$ cat src/sv/rc4_stream_cipher_macros.svh
// ----------------------------------------------------------------------------
// RC4 stream cipher assertion macros
// Concurrent assertion wrappers on aclk/aresetn, compiled out for synthesis.
// ----------------------------------------------------------------------------
`ifndef RC4_STREAM_CIPHER_MACROS_SVH
`define RC4_STREAM_CIPHER_MACROS_SVH

`ifndef SYNTHESIS
// same-cycle implication
`define RC4_ASSERT_IMP(label, ante, cons) \
    label: assert property (@(posedge aclk) disable iff (!aresetn) (ante) |-> (cons)) \
        else $error("rc4_stream_cipher: assertion failed");
// next-cycle implication
`define RC4_ASSERT_NXT(label, ante, cons) \
    label: assert property (@(posedge aclk) disable iff (!aresetn) (ante) |=> (cons)) \
        else $error("rc4_stream_cipher: assertion failed");
`else
`define RC4_ASSERT_IMP(label, ante, cons)
`define RC4_ASSERT_NXT(label, ante, cons)
`endif

`endif

$ cat src/sv/rc4sc_ram.sv
// ----------------------------------------------------------------------------
// rc4sc_ram
// Generic RAM: one write port, one read port, registered read data.
// ----------------------------------------------------------------------------
module rc4sc_ram #(
    parameter  int WIDTH = 8,
    parameter  int DEPTH = 256,
    localparam int AW    = (DEPTH > 1) ? $clog2(DEPTH) : 1
) (
    input  logic             clk,
    input  logic             we,
    input  logic [AW-1:0]    waddr,
    input  logic [WIDTH-1:0] wdata,
    input  logic [AW-1:0]    raddr,
    output logic [WIDTH-1:0] rdata
);

    logic [WIDTH-1:0] mem [DEPTH];

    always_ff @(posedge clk) begin
        if (we) begin
            mem[waddr] <= wdata;
        end
        rdata <= mem[raddr];
    end

endmodule

$ cat config.mk
export PLATFORM = sky130hd
export DESIGN_NAME = rc4sc_ram
export DESIGN_NICKNAME = d
export VERILOG_FILES = /design/src/sv/rc4_stream_cipher_macros.svh /design/src/sv/rc4sc_ram.sv
export SDC_FILE = /design/constraint.sdc
export NUM_CORES = 2
export LEC_CHECK = 0
export ABC_AREA = 1
export BUFFER_PORTS_ARGS = -buffer_cell sky130_fd_sc_hd__clkbuf_2
export CAP_MARGIN = 15
export CELL_PAD_IN_SITES_DETAIL_PLACEMENT = 1
export CELL_PAD_IN_SITES_GLOBAL_PLACEMENT = 1
export CORE_ASPECT_RATIO = 0.5
export CORE_UTILIZATION = 50
export CTS_CLUSTER_DIAMETER = 50
export DETAILED_ROUTE_END_ITERATION = 8
export MAX_ROUTING_LAYER = met4
export PLACE_DENSITY_LB_ADDON = 0.1
export SYNTH_ARGS = -nofsm -noshare
export SYNTH_HDL_FRONTEND = slang
export SYNTH_SLANG_ARGS = --single-unit
$ cat constraint.sdc
create_clock -name clk -period 3.5 [get_ports clk]
set_input_delay 0.525 -clock clk [delete_from_list [all_inputs] [get_ports clk]]
set_output_delay 0.525 -clock clk [all_outputs]
set_load 0.01 [all_outputs]
== Yosys cells after proc, flatten, opt, wreduce, memory -nomap -nowiden ==
Memories as Yosys holds them, arrays and structs flattened. A register that Yosys moved wholly into a read port is not among the register bits.
Cells that the tools add are included.

* Register bits after elaboration: 0
* Bits in writable memories: 2048
* Input port bits: 26
* Output and inout bits: 8
* Logic and storage cells: 3
* Memories: 1

{| class="wikitable"
|+ Memories
! memory !! words !! width !! rd ports !! clocked after Yosys merged registers in !! write ports !! line !! source
|-
| mem || 256 || 8 || 1 || 1 || 1 || rc4sc_ram.sv:18 || <nowiki>logic [WIDTH-1:0] mem [DEPTH];</nowiki>
|}

* Muxes and demuxes: 2

{| class="wikitable"
|+ Operator list
! operator !! number
|-
| 1-bit two-way mux || 2
|}

== Longest topological paths before layout ==
* Word-level depth: 2
* Mapped depth: 15
* Mapped depth without buffers: 11

== Worst setup path before layout ==
OpenSTA, ideal clock, no wires.

* Path kind: input-to-reg
* Start: in we
* End: mem mem[162][0], enable pin
* Library setup time: 0.370 ns
* Arrival: 1.646 ns
* Data required time: 3.130 ns
* Path slack: 1.484 ns
* Stages on the path: 4
* Path buffers: 2
* Cell sequence: clkbuf_1 -> nand3_1 -> clkbuf_1 -> nor2_1

* Cells in the longest elaborated chain, start to end: 2

{| class="wikitable"
|+ RTL lines
! item !! line !! source
|-
| from (decl) || rc4sc_ram.sv:11 || <nowiki>input logic we,</nowiki>
|-
| 1-bit two-way mux || rc4sc_ram.sv:21 || <nowiki>if (we) begin</nowiki>
|-
| 1-bit two-way mux (implied by the code) || rc4sc_ram.sv:22 || <nowiki>mem[waddr] <= wdata;</nowiki>
|-
| to (decl) || rc4sc_ram.sv:18 ||
|}

Every way passes these cells.

==> impl_metrics.xml <==
<?xml version="1.0" encoding="UTF-8"?>
<metrics>
  <group name="critical_path">
    <metric name="crit_path_cell_trace" unit="">buf_8 -&gt; buf_12 -&gt; buf_4 -&gt; nand2_1 -&gt; nand3_1 -&gt; nand3_1 -&gt; nand3_1 -&gt; nand3_1 -&gt; nand3_1 -&gt; nand3_1 -&gt; nand2_1 -&gt; nand2_1 -&gt; nand2_1</metric>
    <metric name="worst-endpoint-required" unit="ns">4.27</metric>
    <metric name="timing.reg2reg.setup_slack" unit="ns">1.21</metric>
    <metric name="cp_top_family" unit="">simple AND/OR/NAND/NOR gates</metric>
    <metric name="logic_depth_of_the_worst_register_to_register_path" unit="">10</metric>
    <metric name="cp.arrival" unit="ns">3.53</metric>
    <metric name="worst_reg2reg_endpoint" unit="">rdata[5]</metric>
    <metric name="setup.worst_path.end_class" unit="">flop</metric>
    <metric name="critical_path_buffers_and_inverters" unit="">3</metric>
    <metric name="cpMaxStageDelayCell" unit="">buf_4</metric>
    <metric name="reg2reg_from" unit="">mem[108][5]</metric>
    <metric name="critical_path.max_stage_delay" unit="ns">0.49</metric>
    <metric name="path_class" unit="">in -&gt; reg</metric>
    <metric name="worstSetupStartpointType" unit="">input pin</metric>
    <metric name="critical-path-top-cell-by-count" unit="">nand3_1</metric>
    <metric name="worstPathMaxFanout" unit="">98</metric>
  </group>
  <group name="clock_network">
    <metric name="clk_pin_slew" unit="ns">0.07</metric>
    <metric name="clk_root_buffer_cell" unit="">clkbuf_16</metric>
    <metric name="holdBufCountCts" unit="">0</metric>
    <metric name="count_of_instances_resized_after_the_clock_tree_is_built" unit="">0</metric>
    <metric name="h_tree_level_count" unit="">4</metric>
    <metric name="cts_max_path_buffers" unit="">4</metric>
    <metric name="cts.sinks" unit="">2056</metric>
    <metric name="post_cts_setup_buffer_count" unit="">0</metric>
    <metric name="cts_tree" unit="">done</metric>
    <metric name="clk_latency" unit="ns">0.85</metric>
    <metric name="tritoncts.num_buffers" unit="">188</metric>
  </group>
  <group name="timing">
    <metric name="setup_violations" unit="">0</metric>
    <metric name="finalCritPeriodShare" unit="">0.789</metric>
    <metric name="max_slew_margin" unit="">0.272</metric>
    <metric name="timing.final.crit_period" unit="ns">2.76</metric>
    <metric name="total_count_of_max_transition_violations_in_the_final_report" unit="">0</metric>
    <metric name="whs" unit="ns">0.107</metric>
    <metric name="hold_viol_final" unit="">0</metric>
    <metric name="totalNegativeSetupSlack" unit="ns">0</metric>
    <metric name="clock.fmax" unit="MHz">362</metric>
    <metric name="rsz_0062_raised_after_global_routing" unit="">no</metric>
    <metric name="fin_worst_skew" unit="ns">0.0343</metric>
    <metric name="worst_margin_pin_slew" unit="ns">1.09</metric>
  </group>
  <group name="synth">
    <metric name="synth_nets" unit="">7029</metric>
    <metric name="postSynthAreaPerCell" unit="um2">11.9</metric>
    <metric name="synthAdderAreaFrac" unit="">0</metric>
    <metric name="post_synth_main_area_contributors" unit="">edfxtp_1 (74%), nand3_1 (12%), nand2_1 (9.6%)</metric>
    <metric name="post_synth_instance_area" unit="um2">83400</metric>
    <metric name="muxShareOfSynthArea" unit="">0</metric>
    <metric name="area_share_of_the_leading_cell_type_in_the_synthesized_netlist" unit="">0.737</metric>
    <metric name="ys.warnings.count" unit="">0</metric>
    <metric name="synth_cells" unit="">7003</metric>
    <metric name="combinational_family_with_the_most_area_after_synthesis" unit="">simple AND/OR/NAND/NOR gates</metric>
    <metric name="synthSimpleGateAreaFrac" unit="">0.229</metric>
    <metric name="synth_xor_area_frac" unit="">0</metric>
    <metric name="cell_accounting_for_the_most_synthesized_area" unit="">edfxtp_1</metric>
    <metric name="synthDistinctLibCells" unit="">14</metric>
    <metric name="yosys_register_bits" unit="">2056</metric>
    <metric name="synth_compound_gate_area_share" unit="">0</metric>
    <metric name="synth-seq-area-share" unit="">0.739</metric>
  </group>
  <group name="power_and_ir_drop">
    <metric name="max-vdd-ir-drop" unit="uV">386</metric>
    <metric name="leakagePower" unit="nW">32.5</metric>
    <metric name="switchingPower" unit="mW">11.9</metric>
    <metric name="powerDensity" unit="nW/um2">551</metric>
    <metric name="comb_power_frac" unit="">0.067</metric>
    <metric name="power.share.switching" unit="">0.232</metric>
    <metric name="share_seq_of_total_power" unit="">0.530</metric>
    <metric name="intPower" unit="mW">39.4</metric>
    <metric name="power.clock.fraction" unit="">0.404</metric>
  </group>
  <group name="detailed_routing">
    <metric name="route.antenna.remaining_nets" unit="">0</metric>
    <metric name="detailedRoute.firstPassIterationCount" unit="">6</metric>
    <metric name="route.final.wire_length" unit="mm">267</metric>
    <metric name="route.detailed.wl_per_inst" unit="um">28.4</metric>
    <metric name="drt_iter0_markers" unit="">6867</metric>
    <metric name="routed_via_density" unit="">6.13</metric>
    <metric name="vias" unit="">57600</metric>
    <metric name="post-route-drc-count" unit="">0</metric>
  </group>
  <group name="floorplan">
    <metric name="core_area" unit="um2">165000</metric>
    <metric name="die_height" unit="um">291</metric>
    <metric name="io-pin-count" unit="">34</metric>
    <metric name="start_util" unit="">0.506</metric>
    <metric name="die_x" unit="um">580</metric>
    <metric name="rows" unit="">105</metric>
    <metric name="dieArea" unit="um2">169000</metric>
  </group>
  <group name="status">
    <metric name="run_status" unit="">finished clean</metric>
  </group>
  <group name="global_routing">
    <metric name="first_global_vias" unit="">58900</metric>
    <metric name="grt_first_pass_wirelength" unit="mm">393</metric>
    <metric name="global_route.usage.total" unit="">0.327</metric>
    <metric name="grt-ovfl-total" unit="">0</metric>
    <metric name="grt_max_degree" unit="">126</metric>
    <metric name="antenna_found_initial" unit="">13</metric>
  </group>
  <group name="min_path">
    <metric name="min_from" unit="">wdata[7]</metric>
    <metric name="min-delay-path-class" unit="">in -&gt; reg</metric>
    <metric name="holdPathEnd" unit="">mem[112][7]</metric>
    <metric name="whs_path_depth" unit="">1</metric>
  </group>
  <group name="run">
    <metric name="drv.max_cap_violation_count" unit="">0</metric>
  </group>
  <group name="cells_and_area">
    <metric name="multi_input_comb_area" unit="um2">19200</metric>
    <metric name="layout-drive-gt1-share" unit="">0.0866</metric>
    <metric name="area_growth" unit="%">11.7</metric>
    <metric name="fillCellCount" unit="">16700</metric>
    <metric name="design.final.nets" unit="">7087</metric>
    <metric name="layout.area.seq" unit="um2">61700</metric>
  </group>
  <group name="placement">
    <metric name="port_buffers" unit="">33</metric>
    <metric name="rd_place_congestion" unit="">0.882</metric>
    <metric name="dp_hpwl" unit="mm">161</metric>
  </group>
</metrics>
layer usage:
| layer | routed length (um) | GRT usage |
|---|---|---|
| met5 | 0 | - |
| met4 | 7530 | 0.0876 |
| met3 | 23400 | 0.0582 |
| met2 | 121000 | 0.484 |
| met1 | 115000 | 0.468 |
stage by stage:
stage               power, mW  instances  utilization  worst slack [ns]  instance area (um2)
floorplan                29.4       7003            -              1.48                83400
global placement         31.0       9064        0.529             0.171                87200
detailed placement       31.0       9064        0.529            0.0982                87200
CTS                      51.4       9401        0.565             0.977                93100
global route             52.5       9404        0.565             0.783                93100
finish                   51.3       9407        0.565             0.738                93100
cells in the mapped netlist:
master	count
nand2_1	2123
edfxtp_1	2048
nand3_1	2019
nor2_1	283
buf_2	268
clkbuf_1	112
buf_4	46
buf_1	40
inv_1	36
buf_6	16
dfxtp_1	8
inv_2	2
buf_8	1
inv_4	1
registers in the layout, summed over array words and instances (netlist names):
signal and flops:
mem 2048, rdata 8
cells in the final DEF, fill, tap and decap left out, types with 30 or more instances in the layout:
cell type,netlist,layout
clkinv_1,0,30
clkbuf_16,0,192
nand3_1,2019,2019
nor2_1,283,283
edfxtp_1,2048,2048
nand2_1,2123,2117
clkbuf_1,112,45
clkinv_2,0,43
buf_4,46,257
inv_1,36,34
buf_12,0,63
how the worst max path moves through the flow:
stage                   from          end  cells after the start
detailed placement  raddr[0]     rdata[1]                     13
global route        raddr[0]     rdata[1]                     13
global placement    raddr[0]     rdata[6]                     13
CTS                 raddr[0]     rdata[1]                     13
finish              raddr[0]     rdata[1]                     13
floorplan                 we  mem[162][0]                      4
power by group through the flow:
stage	registers, mW	logic (mW)	clock network (mW)
finish	27.2	3.42	20.7
detailed placement	27.7	3.36	0
CTS	27.1	3.38	20.9
global placement	27.7	3.27	0
floorplan	27.7	1.67	0
global route	27.1	3.63	21.7
logic make-up (layout without fill, tap and decap cells):
| group | Yosys count | count (layout) |
|---|---|---|
| other cells | 0 | 6 |
| simple gates | 4425 | 4425 |
| flops | 2056 | 2056 |
| buf+inv | 522 | 727 |
final cells by class:
| type | count | area share |
|---|---|---|
| Timing Repair Buffer | 351 | 0.0371 |
| Tap cell | 2193 | 0.0295 |
| Multi-Input combinational cell | 4425 | 0.206 |
| Clock buffer | 239 | 0.0537 |
| Clock inverter | 98 | 0.0100 |
| Inverter | 39 | 0.00193 |
| Antenna cell | 6 | 0.000161 |
| Sequential cell | 2056 | 0.662 |
No activity file was read; power rests on OpenSTA's default activity.
